File: src/sv/tlbtu_pkg.sv
// ----------------------------------------------------------------------------
// tlbtu_pkg
// Shared widths, codes and controller/datapath interface types for the
// TLB translate block.
// ----------------------------------------------------------------------------
package tlbtu_pkg;

  localparam int VA_W      = 16;
  localparam int PAGE_W    = 6;
  localparam int OFF_W     = 10;
  localparam int FRAME_W   = 14;
  localparam int PROT_W    = 3;
  localparam int PA_W      = FRAME_W + OFF_W;
  localparam int CFG_W     = 6;
  localparam int APB_DW    = 32;
  localparam int APB_AW    = 3;

  localparam int PAGE_COUNT    = 64;
  localparam int TLB_DEPTH_DEF = 32;

  localparam logic [CFG_W-1:0] CFG_ENTRIES_RST = CFG_W'(32);

  // register index taken from the word address bit
  localparam logic REG_TLB_ENTRIES = 1'b0;

  localparam logic REQ_TRANSLATE = 1'b0;
  localparam logic REQ_WRITE     = 1'b1;

  typedef enum logic [1:0] {
    STS_OK         = 2'd0,
    STS_SEG_FAULT  = 2'd1,
    STS_PROT_FAULT = 2'd2,
    STS_WRITTEN    = 2'd3
  } tlbtu_status_t;

  // controller -> datapath
  typedef struct packed {
    logic capture;   // latch the incoming transaction
    logic exec;      // table write, or tlb lookup plus table read
    logic resolve;   // miss handling with the table entry
    logic load_out;  // move result into the output register
  } tlbtu_cmd_t;

  // datapath -> controller
  typedef struct packed {
    logic is_write;
    logic hit;
  } tlbtu_sts_t;

endpackage

File: src/sv/tlbtu_ctrl.sv
// ----------------------------------------------------------------------------
// tlbtu_ctrl
// Sequencer for one transaction at a time plus output valid tracking.
// ----------------------------------------------------------------------------
module tlbtu_ctrl (
  input  logic               clk,
  input  logic               rst_n,
  input  logic               in_tvalid,
  output logic               in_tready,
  output logic               out_tvalid,
  input  logic               out_tready,
  input  tlbtu_pkg::tlbtu_sts_t sts,
  output tlbtu_pkg::tlbtu_cmd_t cmd
);
  import tlbtu_pkg::*;

  typedef enum logic [1:0] {
    S_IDLE,
    S_EXEC,
    S_MISS,
    S_RESP
  } state_t;

  state_t state_r, state_nxt;
  logic   out_valid_r, out_valid_nxt;
  logic   out_free;

  assign out_free   = !out_valid_r || out_tready;
  assign in_tready  = (state_r == S_IDLE);
  assign out_tvalid = out_valid_r;

  always_comb begin
    state_nxt   = state_r;
    cmd         = '0;
    unique case (state_r)
      S_IDLE: begin
        if (in_tvalid) begin
          cmd.capture = 1'b1;
          state_nxt   = S_EXEC;
        end
      end
      S_EXEC: begin
        cmd.exec = 1'b1;
        if (sts.is_write || sts.hit) begin
          state_nxt = S_RESP;
        end else begin
          state_nxt = S_MISS;
        end
      end
      S_MISS: begin
        cmd.resolve = 1'b1;
        state_nxt   = S_RESP;
      end
      S_RESP: begin
        if (out_free) begin
          cmd.load_out = 1'b1;
          state_nxt    = S_IDLE;
        end
      end
      default: state_nxt = S_IDLE;
    endcase
  end

  always_comb begin
    if (cmd.load_out) begin
      out_valid_nxt = 1'b1;
    end else if (out_tready) begin
      out_valid_nxt = 1'b0;
    end else begin
      out_valid_nxt = out_valid_r;
    end
  end

  always_ff @(posedge clk) begin
    if (!rst_n) begin
      state_r     <= S_IDLE;
      out_valid_r <= 1'b0;
    end else begin
      state_r     <= state_nxt;
      out_valid_r <= out_valid_nxt;
    end
  end

endmodule

File: src/sv/tlbtu_dp.sv
// ----------------------------------------------------------------------------
// tlbtu_dp
// TLB slots in flops with parallel tag compare, page table memory,
// use-bit victim choice and the result/output registers.
// ----------------------------------------------------------------------------
module tlbtu_dp #(
  parameter int TLB_DEPTH = tlbtu_pkg::TLB_DEPTH_DEF
) (
  input  logic                             clk,
  input  logic                             rst_n,
  input  tlbtu_pkg::tlbtu_cmd_t            cmd,
  output tlbtu_pkg::tlbtu_sts_t            sts,
  input  logic [tlbtu_pkg::CFG_W-1:0]      cfg_entries,
  input  logic                             req_type,
  input  logic [tlbtu_pkg::VA_W-1:0]       virtual_address,
  input  logic [tlbtu_pkg::PAGE_W-1:0]     entry_page,
  input  logic [tlbtu_pkg::FRAME_W-1:0]    entry_frame,
  input  logic                             entry_valid,
  input  logic [tlbtu_pkg::PROT_W-1:0]     entry_protect,
  output logic [tlbtu_pkg::PA_W-1:0]       phys_addr,
  output tlbtu_pkg::tlbtu_status_t         status,
  output logic                             tlb_hit
);
  import tlbtu_pkg::*;

  localparam int IDX_W   = $clog2(TLB_DEPTH);
  localparam int CNT_W   = CFG_W + 1;
  localparam int PTD_W   = FRAME_W + 1 + PROT_W;
  localparam int PT_AW   = $clog2(PAGE_COUNT);
  localparam logic [CNT_W-1:0] DEPTH_C = CNT_W'(TLB_DEPTH);

  // captured transaction
  logic                  type_r;
  logic [VA_W-1:0]       va_r;
  logic [PAGE_W-1:0]     epage_r;
  logic [FRAME_W-1:0]    eframe_r;
  logic                  evalid_r;
  logic [PROT_W-1:0]     eprot_r;

  // tlb slots
  logic [PAGE_W-1:0]     tag_r   [TLB_DEPTH];
  logic [FRAME_W-1:0]    sframe_r[TLB_DEPTH];
  logic [PROT_W-1:0]     sprot_r [TLB_DEPTH];
  logic [TLB_DEPTH-1:0]  filled_r, filled_nxt;
  logic [TLB_DEPTH-1:0]  use_r, use_nxt;

  // page table
  logic [PTD_W-1:0]      pt_mem [PAGE_COUNT];
  logic [PAGE_COUNT-1:0] pt_wr_r, pt_wr_nxt;
  logic [PTD_W-1:0]      pt_rd_r;
  logic                  pt_rdv_r;

  // result and output registers
  logic [PA_W-1:0]       res_pa_r, res_pa_nxt;
  tlbtu_status_t         res_sts_r, res_sts_nxt;
  logic                  res_hit_r, res_hit_nxt;
  logic [PA_W-1:0]       out_pa_r;
  tlbtu_status_t         out_sts_r;
  logic                  out_hit_r;

  logic [PAGE_W-1:0]     page;
  logic [OFF_W-1:0]      off;
  logic [CNT_W-1:0]      n_act;
  logic [TLB_DEPTH-1:0]  act;
  logic [TLB_DEPTH-1:0]  match;
  logic                  hit_any;
  logic [IDX_W-1:0]      hit_idx;
  logic [TLB_DEPTH-1:0]  free;
  logic                  free_any;
  logic [IDX_W-1:0]      vic_idx;
  logic [PTD_W-1:0]      pt_ent;
  logic [FRAME_W-1:0]    pt_frame;
  logic                  pt_valid;
  logic [PROT_W-1:0]     pt_prot;
  logic                  do_fill;

  assign page = va_r[VA_W-1 -: PAGE_W];
  assign off  = va_r[OFF_W-1:0];

  // slot count: zero acts as one, clamp to depth
  always_comb begin
    if (cfg_entries == '0) begin
      n_act = CNT_W'(1);
    end else if ({1'b0, cfg_entries} > DEPTH_C) begin
      n_act = DEPTH_C;
    end else begin
      n_act = {1'b0, cfg_entries};
    end
  end

  always_comb begin
    for (int i = 0; i < TLB_DEPTH; i++) begin
      act[i]   = CNT_W'(i) < n_act;
      match[i] = act[i] && filled_r[i] && (tag_r[i] == page);
      free[i]  = act[i] && !use_r[i];
    end
  end

  // first matching slot, first slot with clear use bit
  always_comb begin
    hit_idx = '0;
    vic_idx = '0;
    for (int i = TLB_DEPTH - 1; i >= 0; i--) begin
      if (match[i]) begin
        hit_idx = IDX_W'(i);
      end
      if (free[i]) begin
        vic_idx = IDX_W'(i);
      end
    end
  end

  assign hit_any  = |match;
  assign free_any = |free;

  assign sts.is_write = (type_r == REQ_WRITE);
  assign sts.hit      = hit_any;

  // unwritten table entries read as zero
  assign pt_ent   = pt_rdv_r ? pt_rd_r : '0;
  assign pt_frame = pt_ent[PTD_W-1 -: FRAME_W];
  assign pt_valid = pt_ent[PROT_W];
  assign pt_prot  = pt_ent[PROT_W-1:0];
  assign do_fill  = cmd.resolve && pt_valid && (pt_prot != '0);

  always_comb begin
    res_pa_nxt  = res_pa_r;
    res_sts_nxt = res_sts_r;
    res_hit_nxt = res_hit_r;
    use_nxt     = use_r;
    filled_nxt  = filled_r;
    pt_wr_nxt   = pt_wr_r;
    if (cmd.exec) begin
      if (type_r == REQ_WRITE) begin
        pt_wr_nxt[epage_r] = 1'b1;
        res_pa_nxt         = '0;
        res_sts_nxt        = STS_WRITTEN;
        res_hit_nxt        = 1'b0;
      end else if (hit_any) begin
        use_nxt[hit_idx] = 1'b1;
        res_hit_nxt      = 1'b1;
        if (sprot_r[hit_idx] != '0) begin
          res_pa_nxt  = {sframe_r[hit_idx], off};
          res_sts_nxt = STS_OK;
        end else begin
          res_pa_nxt  = '0;
          res_sts_nxt = STS_PROT_FAULT;
        end
      end
    end
    if (cmd.resolve) begin
      res_hit_nxt = 1'b0;
      if (!pt_valid) begin
        res_pa_nxt  = '0;
        res_sts_nxt = STS_SEG_FAULT;
      end else if (pt_prot == '0) begin
        res_pa_nxt  = '0;
        res_sts_nxt = STS_PROT_FAULT;
      end else begin
        // all use bits set: clear the searched ones, slot 0 is the victim
        if (!free_any) begin
          use_nxt = use_r & ~act;
        end
        use_nxt[vic_idx]    = 1'b1;
        filled_nxt[vic_idx] = 1'b1;
        res_pa_nxt          = {pt_frame, off};
        res_sts_nxt         = STS_OK;
      end
    end
  end

  always_ff @(posedge clk) begin
    if (!rst_n) begin
      filled_r  <= '0;
      use_r     <= '0;
      pt_wr_r   <= '0;
    end else begin
      filled_r  <= filled_nxt;
      use_r     <= use_nxt;
      pt_wr_r   <= pt_wr_nxt;
    end
  end

  // payload registers
  always_ff @(posedge clk) begin
    if (cmd.capture) begin
      type_r   <= req_type;
      va_r     <= virtual_address;
      epage_r  <= entry_page;
      eframe_r <= entry_frame;
      evalid_r <= entry_valid;
      eprot_r  <= entry_protect;
    end
    if (do_fill) begin
      tag_r[vic_idx]    <= page;
      sframe_r[vic_idx] <= pt_frame;
      sprot_r[vic_idx]  <= pt_prot;
    end
    res_pa_r  <= res_pa_nxt;
    res_sts_r <= res_sts_nxt;
    res_hit_r <= res_hit_nxt;
    if (cmd.load_out) begin
      out_pa_r  <= res_pa_r;
      out_sts_r <= res_sts_r;
      out_hit_r <= res_hit_r;
    end
  end

  // page table memory, one write or one registered read per cycle
  always_ff @(posedge clk) begin
    if (cmd.exec && (type_r == REQ_WRITE)) begin
      pt_mem[epage_r[PT_AW-1:0]] <= {eframe_r, evalid_r, eprot_r};
    end
    if (cmd.exec && (type_r == REQ_TRANSLATE)) begin
      pt_rd_r  <= pt_mem[page[PT_AW-1:0]];
      pt_rdv_r <= pt_wr_r[page];
    end
  end

  assign phys_addr = out_pa_r;
  assign status    = out_sts_r;
  assign tlb_hit   = out_hit_r;

endmodule

File: src/sv/tlb_translate_use_bit.sv
// ----------------------------------------------------------------------------
// tlb_translate_use_bit
// Virtual to physical address translation through a small TLB with
// clock-style use bits, backed by a page table loaded by write transactions.
// ----------------------------------------------------------------------------
// usage
//   in_*  : stream of requests; tuser selects translate (0) or table write (1)
//   out_* : one result per request: physical address, status, tlb hit flag
//   cfg_* : one register at byte address 0, number of tlb slots in use
//   one request is worked on at a time; the next is taken once the previous
//   result has moved to the output register
//   steps per transaction for a table write or a tlb hit: accept, lookup,
//   result; on a miss a resolve step comes between lookup and result, using
//   the registered page table memory read before the slot fill
//   tags sit in flops and are all compared in the lookup cycle
//   reset: tlb slots empty, use bits clear, page table reads as all zero
//   (per-entry written flags, no clearing pass), slot count 32
//   when the receiver stalls the result waits in the output register; a
//   further result waits in the datapath and input is held off until the
//   output register frees
//   config writes are expected only while the block is idle
// ----------------------------------------------------------------------------
module tlb_translate_use_bit #(
  parameter int TLB_DEPTH = tlbtu_pkg::TLB_DEPTH_DEF
) (
  input  logic                          clk,
  input  logic                          rst_n,
  // in_tdata: virtual_address[15:0], entry_page[21:16], entry_frame[35:22],
  //           entry_valid[36], entry_protect[39:37]
  input  logic                          in_tvalid,
  output logic                          in_tready,
  input  logic [39:0]                   in_tdata,
  // in_tuser: req_type[0]
  input  logic [0:0]                    in_tuser,
  output logic                          out_tvalid,
  input  logic                          out_tready,
  // out_tdata: phys_addr[23:0]
  output logic [23:0]                   out_tdata,
  // out_tuser: status[1:0], tlb_hit[2]
  output logic [2:0]                    out_tuser,
  input  logic                          cfg_psel,
  input  logic                          cfg_penable,
  input  logic                          cfg_pwrite,
  input  logic [tlbtu_pkg::APB_AW-1:0]  cfg_paddr,
  input  logic [tlbtu_pkg::APB_DW-1:0]  cfg_pwdata,
  output logic [tlbtu_pkg::APB_DW-1:0]  cfg_prdata,
  output logic                          cfg_pready
);
  import tlbtu_pkg::*;

  tlbtu_cmd_t       cmd;
  tlbtu_sts_t       sts;
  logic [CFG_W-1:0] entries_r;
  logic             reg_sel;
  logic             cfg_wr;
  logic [PA_W-1:0]  pa;
  tlbtu_status_t    res_sts;
  logic             res_hit;

  // config port, zero wait state
  assign cfg_pready = 1'b1;
  assign reg_sel    = cfg_paddr[2];
  assign cfg_wr     = cfg_psel && cfg_penable && cfg_pwrite && cfg_pready;

  always_ff @(posedge clk) begin
    if (!rst_n) begin
      entries_r <= CFG_ENTRIES_RST;
    end else if (cfg_wr && (reg_sel == REG_TLB_ENTRIES)) begin
      entries_r <= cfg_pwdata[CFG_W-1:0];
    end
  end

  // reads outside the register list return zero
  always_comb begin
    cfg_prdata = '0;
    if (reg_sel == REG_TLB_ENTRIES) begin
      cfg_prdata = APB_DW'(entries_r);
    end
  end

  tlbtu_ctrl u_ctrl (
    .clk        (clk),
    .rst_n      (rst_n),
    .in_tvalid  (in_tvalid),
    .in_tready  (in_tready),
    .out_tvalid (out_tvalid),
    .out_tready (out_tready),
    .sts        (sts),
    .cmd        (cmd)
  );

  tlbtu_dp #(
    .TLB_DEPTH (TLB_DEPTH)
  ) u_dp (
    .clk              (clk),
    .rst_n            (rst_n),
    .cmd              (cmd),
    .sts              (sts),
    .cfg_entries      (entries_r),
    .req_type         (in_tuser[0]),
    .virtual_address  (in_tdata[15:0]),
    .entry_page       (in_tdata[21:16]),
    .entry_frame      (in_tdata[35:22]),
    .entry_valid      (in_tdata[36]),
    .entry_protect    (in_tdata[39:37]),
    .phys_addr        (pa),
    .status           (res_sts),
    .tlb_hit          (res_hit)
  );

  assign out_tdata = pa;
  assign out_tuser = {res_hit, res_sts};

endmodule
File: config.mk
export PLATFORM = sky130hd
export DESIGN_NAME = tlb_translate_use_bit
export DESIGN_NICKNAME = d
export VERILOG_FILES = /design/src/sv/tlbtu_pkg.sv /design/src/sv/tlbtu_ctrl.sv /design/src/sv/tlbtu_dp.sv /design/src/sv/tlb_translate_use_bit.sv
export SDC_FILE = /design/constraint.sdc
export NUM_CORES = 2
export LEC_CHECK = 0
export BUFFER_PORTS_ARGS = -buffer_cell sky130_fd_sc_hd__buf_2
export CAP_MARGIN = 20
export CELL_PAD_IN_SITES_DETAIL_PLACEMENT = 1
export CELL_PAD_IN_SITES_GLOBAL_PLACEMENT = 1
export CORE_MARGIN = 2
export CORE_UTILIZATION = 52
export CTS_BUF_LIST = sky130_fd_sc_hd__clkbuf_4 sky130_fd_sc_hd__clkbuf_8
export DETAILED_ROUTE_END_ITERATION = 7
export GPL_ROUTABILITY_DRIVEN = 0
export PLACE_DENSITY = 0.89
export SLEW_MARGIN = 10
export SYNTH_ARGS = -nofsm -noshare
export SYNTH_HDL_FRONTEND = slang
export SYNTH_HIERARCHICAL = 1
export SYNTH_SLANG_ARGS = --single-unit
File: constraint.sdc
create_clock -name clk -period 5.17 [get_ports clk]
set_clock_uncertainty 0.15 [all_clocks]
set_input_delay 0.2585 -clock clk [delete_from_list [all_inputs] [get_ports clk]]
set_output_delay 0.2585 -clock clk [all_outputs]
set_load 0.05 [all_outputs]
# Word level (Yosys, flattened, before mapping)
# Memories as Yosys holds them, arrays and structs flattened. A register that Yosys moved wholly into a read port is not among the register bits.
# Cells that the tools add are included.
[classes]
n_eq_ne = 37
bitwise = 9
muxes = 118
n_reduce_logical = 157
order_cmp = 40
[op_table]
columns = ["op", "n"]
rows = [
  ["2-to-1 mux 32 bit", 10],
  ["2-to-1 mux 5 bit", 64],
  ["equality test 6 bit", 32],
  ["2-to-1 mux 24 bit", 7],
  ["logical AND 1 bit", 106],
  ["less-than comparator 5 x 6 -> 1 bit, first input constant", 16],
  ["bitwise OR 32 bit", 3],
  ["bitwise OR 64 bit", 1],
  ["OR reduction 32 bit", 2],
  ["less-than comparator 4 x 6 -> 1 bit, first input constant", 8],
  ["logical NOT 1 bit", 33],
  ["AND 32 bit", 1],
  ["inverter 32 bit", 1],
  ["less-than comparator 3 x 6 -> 1 bit, first input constant", 4],
  ["2-to-1 mux 1 bit", 19],
  ["2-to-1 mux 18 bit", 1],
  ["2-to-1 mux 2 bit", 9],
  ["2-to-1 mux 6 bit", 3],
  ["less-than comparator 6 x 7 -> 1 bit, second input constant", 2],
  ["less-than comparator 1 x 6 -> 1 bit, first input constant", 2],
  ["less-than comparator 2 x 6 -> 1 bit, first input constant", 2],
  ["less-than comparator 5 x 6 -> 1 bit, second input constant", 2],
  ["demux 1 bit (select 5 bit)", 2],
  ["greater-or-equal comparator 5 x 1 -> 1 bit, second input constant", 2],
  ["18 further kinds", 29],
]
[word_totals]
out_inout_bits = 62
ram_bits = 1888
regBits = 233
memories = 4
[memory_table]
columns = ["name", "words", "word_bits", "rd", "rd_clocked_by_memory_dff", "wr", "line", "rtl"]
rows = [
  ["u_dp.pt_mem", 64, 18, 1, 1, 1, "tlbtu_dp.sv:48", "logic [PTD_W-1:0] pt_mem [PAGE_COUNT];"],
  ["u_dp.sframe_r", 32, 14, 1, 0, 1, "tlbtu_dp.sv:42", "logic [FRAME_W-1:0] sframe_r[TLB_DEPTH];"],
  ["u_dp.tag_r", 32, 6, 32, 0, 1, "tlbtu_dp.sv:41", "logic [PAGE_W-1:0] tag_r [TLB_DEPTH];"],
  ["u_dp.sprot_r", 32, 3, 1, 0, 1, "tlbtu_dp.sv:43", "logic [PROT_W-1:0] sprot_r [TLB_DEPTH];"],
]

# Logic depth before layout (Yosys ltp)
[depth]
word_depth = 54
ltp_mapped = 21
mapped_depth_nobuf = 13

# Modules after synthesis
# The synthesis kept the hierarchy.
[modules_own_cells]
columns = ["mod", "cells_per_inst", "seq_area_each_um2", "n_inst", "area_each_um2"]
rows = [
  ["tlbtu_dp", 4306, 62670.1, 1, 82893.3],
  ["tlb_translate_use_bit", 63, 120.1, 1, 525.5],
  ["tlbtu_ctrl", 26, 60.1, 1, 231.5],
]

# Worst setup path after synthesis
# OpenSTA, ideal clock, no wires.
[synth_timing]
path_type = "register -> register"
startpoint = "register entries_r[2]"
endpoint = "memory u_dp.sframe_r[3][0], enable pin"
t_arrival_ns = 4.207
t_required_ns = 4.583
setup_time_ns = 0.437
stages_incl_launch_ff = 14
path_buffers = 1
setup_slack_ns = 0.376
path_cell_list = "dfxtp_1 > or3_1 > a31oi_1 > or2_2 > o21ai_0 > o21ai_0 > a21oi_1 > o31ai_1 > a21oi_1 > o21ai_0 > nand3_1 > or2_2 > clkbuf_1 > nor3_1"
[synth_between]
elab_chain_len = 37
elab_cells_between_ends = 100
[synth_rtl]
columns = ["element", "line", "rtl"]
rows = [
  ["from (decl)", "tlb_translate_use_bit.sv:53", "logic [CFG_W-1:0] entries_r;"],
  ["from (signal assigned)", "tlb_translate_use_bit.sv:69", "entries_r <= cfg_pwdata[CFG_W-1:0];"],
  ["greater-than comparator 6 bit", "tlbtu_dp.sv:84", "end else if ({1'b0, cfg_entries} > DEPTH_C) begin"],
  ["2-to-1 mux 6 bit", "tlbtu_dp.sv:84", ""],
  ["2-to-1 mux 6 bit (*)", "tlbtu_dp.sv:82", "if (cfg_entries == '0) begin"],
  ["less-than comparator 5 x 6 -> 1 bit", "tlbtu_dp.sv:93", "act[i] = CNT_W'(i) < n_act;"],
  ["logical AND 1 bit", "tlbtu_dp.sv:95", "free[i] = act[i] && !use_r[i];"],
  ["2-to-1 mux 5 bit (31 in series)", "tlbtu_dp.sv:107", "if (free[i]) begin"],
  ["2-to-1 mux 5 bit (*)", "tlbtu_dp.sv:107", ""],
  ["to (decl)", "tlbtu_dp.sv:42", ""],
]
# Mark *: on every way between the ends. The rest lies on a longest branch, timed or not.

# Final worst setup path
[layout_timing]
startpoint = "register entries_r[2]"
endpoint = "register u_dp.res_pa_r[6] (data pin)"
[layout_between]
elab_chain_len = 45
elab_cells_between_ends = 139
[layout_rtl]
columns = ["element", "line", "rtl"]
rows = [
  ["greater-than comparator 6 bit", "tlbtu_dp.sv:84", ""],
  ["2-to-1 mux 6 bit", "tlbtu_dp.sv:84", ""],
  ["2-to-1 mux 6 bit (*)", "tlbtu_dp.sv:82", ""],
  ["less-than comparator 5 x 6 -> 1 bit", "tlbtu_dp.sv:93", ""],
  ["logical AND 1 bit (2 in series)", "tlbtu_dp.sv:94", "match[i] = act[i] && filled_r[i] && (tag_r[i] == page);"],
  ["2-to-1 mux 5 bit (31 in series)", "tlbtu_dp.sv:104", "if (match[i]) begin"],
  ["2-to-1 mux 5 bit (*)", "tlbtu_dp.sv:104", ""],
  ["memory read (32 x 3 bit) (*)", "n/a", ""],
  ["nonzero test 3 bit (*)", "tlbtu_dp.sv:142", "if (sprot_r[hit_idx] != '0) begin"],
  ["2-to-1 mux 24 bit (*)", "tlbtu_dp.sv:142", ""],
  ["2-to-1 mux 24 bit (*)", "tlbtu_dp.sv:139", "end else if (hit_any) begin"],
  ["2-to-1 mux 24 bit (*)", "tlbtu_dp.sv:134", "if (type_r == REQ_WRITE) begin"],
  ["2-to-1 mux 24 bit (*)", "tlbtu_dp.sv:133", "if (cmd.exec) begin"],
  ["2-to-1 mux 24 bit (*)", "tlbtu_dp.sv:151", "if (cmd.resolve) begin"],
  ["named net u_dp.res_pa_nxt[6]", "tlbtu_dp.sv:54", "logic [PA_W-1:0] res_pa_r, res_pa_nxt;"],
  ["to (signal assigned)", "tlbtu_dp.sv:199", "res_pa_r <= res_pa_nxt;"],
  ["to (decl)", "tlbtu_dp.sv:54", ""],
]
# Mark *: on every way through the listed nets, which the timed path passes. The rest lies on a longest branch. The select of a mux whose other input is x is not followed.
# A chain may end at the register's enable or synchronous reset.

==> summary.txt <==
status -> complete, but fails checks
failing checks -> design-rule violations, negative setup slack
worst path bufs/invs -> 4
Leakage -> 31.2 nW
Post-synth ARST share -> 0%
post-route ant nets -> 0
CTS tree -> done
CTS Root Cell -> clkbuf_8
Final HPWL DP -> 141,000 um
VDD IR max -> 0.411 mV
worst hold-check path type -> in -> reg
fin area -> 96,800 um2
syn_area_per_cell -> 19.0 um2
Synth Instances -> 4,395
layout filler cell count -> 13,822
initial antenna violation count -> 17
critical path class -> reg -> reg
Vias/cell -> 6.79
WL per Instance -> 38.1 um
Top delay family on crit path -> simple AND/OR/NAND/NOR gates
CP required -> 5.81 ns
Slew headroom -> 13.7%
number of port buffers -> 89
vias -> 50,435
I/O pin cnt -> 145
core area -> 160,000 um2
final hold vios -> 0
Hold Path Stages -> 3
Power Density -> 431 nW/um2
Die Area -> 164,000 um2
final setup vio count -> 25
FF-to-FF Start -> entries_r[2]
Total GRT Usage -> 33.6%
RSZ-0062 raised after global routing -> yes
drt total wl -> 283,000 um
CP startpoint -> entries_r[2]
Worst Setup End Kind -> flip-flop
fin crit period -> 5.50 ns
largest net degree at the start of global routing -> 152
Clk pin slew, worst setup/hold paths -> 0.06 ns
starting density of the core -> 52.2%
Core Util, Final -> 60.4%
Seq/Total Area, Yosys -> 75.1%
Startpoint Class -> flip-flop
CTS sink count -> 2,139
Pre-antenna DRT Iters -> 8
CP cell instances -> buf_4, nor4_1, buf_4, nor2b_1, nor3_2, nor2_1, nand2_1, nor2_1, nand3_1, nor2_1, o21ai_0, o32ai_1, nor4_2, o21ai_2, buf_12, a21boi_1, buf_4
CTS max path bufs -> 4
r2r setup slk -> -0.33 ns
Final WS setup -> -0.334 ns
CTS Buf Count -> 348
placed cell area -> 88,100 um2
vias in the first global route -> 52,709
Critical R2R Capture -> u_dp/res_pa_r[6]
dpl ws -> -0.250 ns
Setup crit end -> u_dp/res_pa_r[6]
Worst Path Arrival -> 6.14 ns
Reg2Reg Depth -> 17
FF+latch count, synth -> 2,139
first-pass GRT wire length -> 389,000 um
number of synthesized flops with an enable pin -> 2,001
Slew Limit Fails -> 0
slowest stage delay, CP -> 0.64 ns
# Max-Cap Violations -> 0
Final Cycle Share -> 106%
Crit path depth -> 17
Tightest Pin Transition -> 1.29 ns
row count -> 147
total gr overflow -> 0
Nets -> 5,093
total power draw -> 41.7 mW
Post-Syn Area -> 83,700 um2
later-pin clock latency in the skew report -> 1.09 ns
Detailed Route Iter0 Violations -> 7,970
DRC -> 1
area grow syn2layout -> 15.7%
Netlist cell types -> 83
Crit Path Max Fanout -> 20
Max Fclk -> 0.182 GHz
Die H -> 405 um
total number of yosys warnings -> 6
setup TNS -> -4.78 ns
H-tree depth -> 5
die width -> 405 um
share of layout cells above drive strength 1 -> 29.2%
Most used DFF post-synth -> edfxtp_1
crit path max-delay cell type -> nor2b_1
-- cells by family after synthesis --
logic type                 after synthesis  synth area share, %
AOI/OAI and AO/OA                      487                 3.97
xor gates and xnor gates               192                 2.01
adders and majority gates                4               0.0598
buffers and inverters                  268                 1.66
DFF                                   2139                 75.1
muxes                                  572                 12.9
other                                    2              0.00898
and+or+nand+nor                        731                 4.25
-- per-layer routing --
metal  vias to the layer above  part of all wire (%)  track usage, %
li1                      18909                     -               -
met1                     25788                    32            39.6
met2                      4403                    49            56.5
met3                      1315                    10            7.37
met4                        20                   7.7            20.5
met5                         -                 0.045               0
-- cell type report --
| cell class | instances | area, um2 | share of cell area (%) |
|---|---|---|---|
| repair buffers | 486 | 4340 | 4.48 |
| clock inverters | 108 | 589 | 0.609 |
| clock buffers | 495 | 6070 | 6.27 |
| diodes | 9 | 22.5 | 0.0233 |
| flip-flops and latches | 2139 | 62900 | 64.9 |
| multi-input cells | 2014 | 20200 | 20.8 |
| well taps | 2160 | 2700 | 2.79 |
| inverters | 17 | 63.8 | 0.0659 |
-- synth_stat cells (26+ instances only) --
cell | count | area, um2
nor2_1 | 152 | 571
buf_2 | 26 | 130
buf_1 | 38 | 143
edfxtp_1 | 2001 | 60100
nand4_1 | 44 | 275
o21a_1 | 133 | 998
o21ai_0 | 97 | 485
buf_4 | 64 | 480
nor3_1 | 50 | 250
a21oi_1 | 59 | 295
xnor2_1 | 166 | 1450
and2_1 | 34 | 213
xor2_1 | 26 | 228
nor4_1 | 33 | 206
mux4_2 | 404 | 9100
clkbuf_1 | 108 | 405
dfxtp_1 | 138 | 2760
nand2_1 | 246 | 923
o22ai_1 | 40 | 250
mux2i_1 | 159 | 1590
nand3_1 | 56 | 280
-- report_power, final --
group,internal [mW],switching (mW),total [mW],leakage [nW]
logic,2.14,3.99,6.13,8.39
registers,20.2,0.283,20.5,19.2
clock network,7.70,7.41,15.1,3.56
-- timing repair --
| item | in CTS | in global routing |
|---|---|---|
| hold buffers | 110 | 0 |
| cloned | 1 | 4 |
| pin swaps | 2 | 9 |
| gates resized for setup | 19 | 64 |
| setup endpoints to repair | 25 | 114 |
| hold endpoints to repair | 194 | 0 |
| setup buffers | 7 | 7 |
-- sequential cells by signal (all words and copies together) (netlist names), 3 cells and up --
name,cells
u_dp/pt_mem,1152
u_dp/sframe_r,448
u_dp/tag_r,192
u_dp/sprot_r,96
u_dp/pt_wr_r,64
u_dp/filled_r,32
u_dp/use_r,32
u_dp/phys_addr,24
u_dp/res_pa_r,24
u_dp/pt_rd_r,18
u_dp/va_r,16
u_dp/eframe_r,14
entries_r,6
u_dp/epage_r,6
u_dp/eprot_r,3
-- worst reg2reg max path, stage by stage (launching register included) --
cell,delay [ns]
dfxtp_2,0.41
buf_4,0.24
nor4_1,0.35
buf_4,0.25
nor2b_1,0.65
nor3_2,0.14
nor2_1,0.18
nand2_1,0.18
nor2_1,0.37
nand3_1,0.27
nor2_1,0.37
o21ai_0,0.27
o32ai_1,0.48
nor4_2,0.11
o21ai_2,0.27
buf_12,0.23
a21boi_1,0.15
buf_4,0.19
-- layout by cell type (no fill, tap or decap), drive strengths merged, types with 35 or more instances in the layout --
cell type / synthesis / routed
and2: 35 / 35
clkinv: 0 / 93
edfxtp: 2001 / 2001
nand3: 56 / 56
nor4: 35 / 35
o21a: 133 / 133
o22ai: 40 / 40
o21ai: 113 / 113
buf: 143 / 370
mux4: 404 / 404
nand4: 44 / 44
dlygate4sd3: 0 / 110
a21oi: 60 / 60
clkbuf: 108 / 500
nor3: 50 / 50
dfxtp: 138 / 138
xnor2: 166 / 166
nand2: 246 / 246
nor2: 153 / 153
mux2i: 159 / 159
-- worst min path at each step --
| stage | startpoint | to | slack [ns] |
|---|---|---|---|
| floorplan | in_tdata[22] | u_dp/eframe_r[0] | 0.21 |
| global placement | u_dp/res_pa_r[3] | u_dp/phys_addr[3] | 0.25 |
| detailed placement | u_dp/res_pa_r[1] | u_dp/phys_addr[1] | 0.26 |
| CTS | rst_n | u_dp/filled_r[28] | 0.14 |
| global route | rst_n | u_dp/filled_r[29] | 0.21 |
| finish | rst_n | u_dp/filled_r[17] | 0.19 |
-- through the flow --
stage | hold WS, ns | instances
global route | 0.208 | 7423
finish | 0.192 | 7428
detailed placement | 0.256 | 6671
CTS | 0.135 | 7392
floorplan | 0.207 | 4420
global placement | 0.252 | 6671
Note: power is estimated with default switching activity, not from simulation.
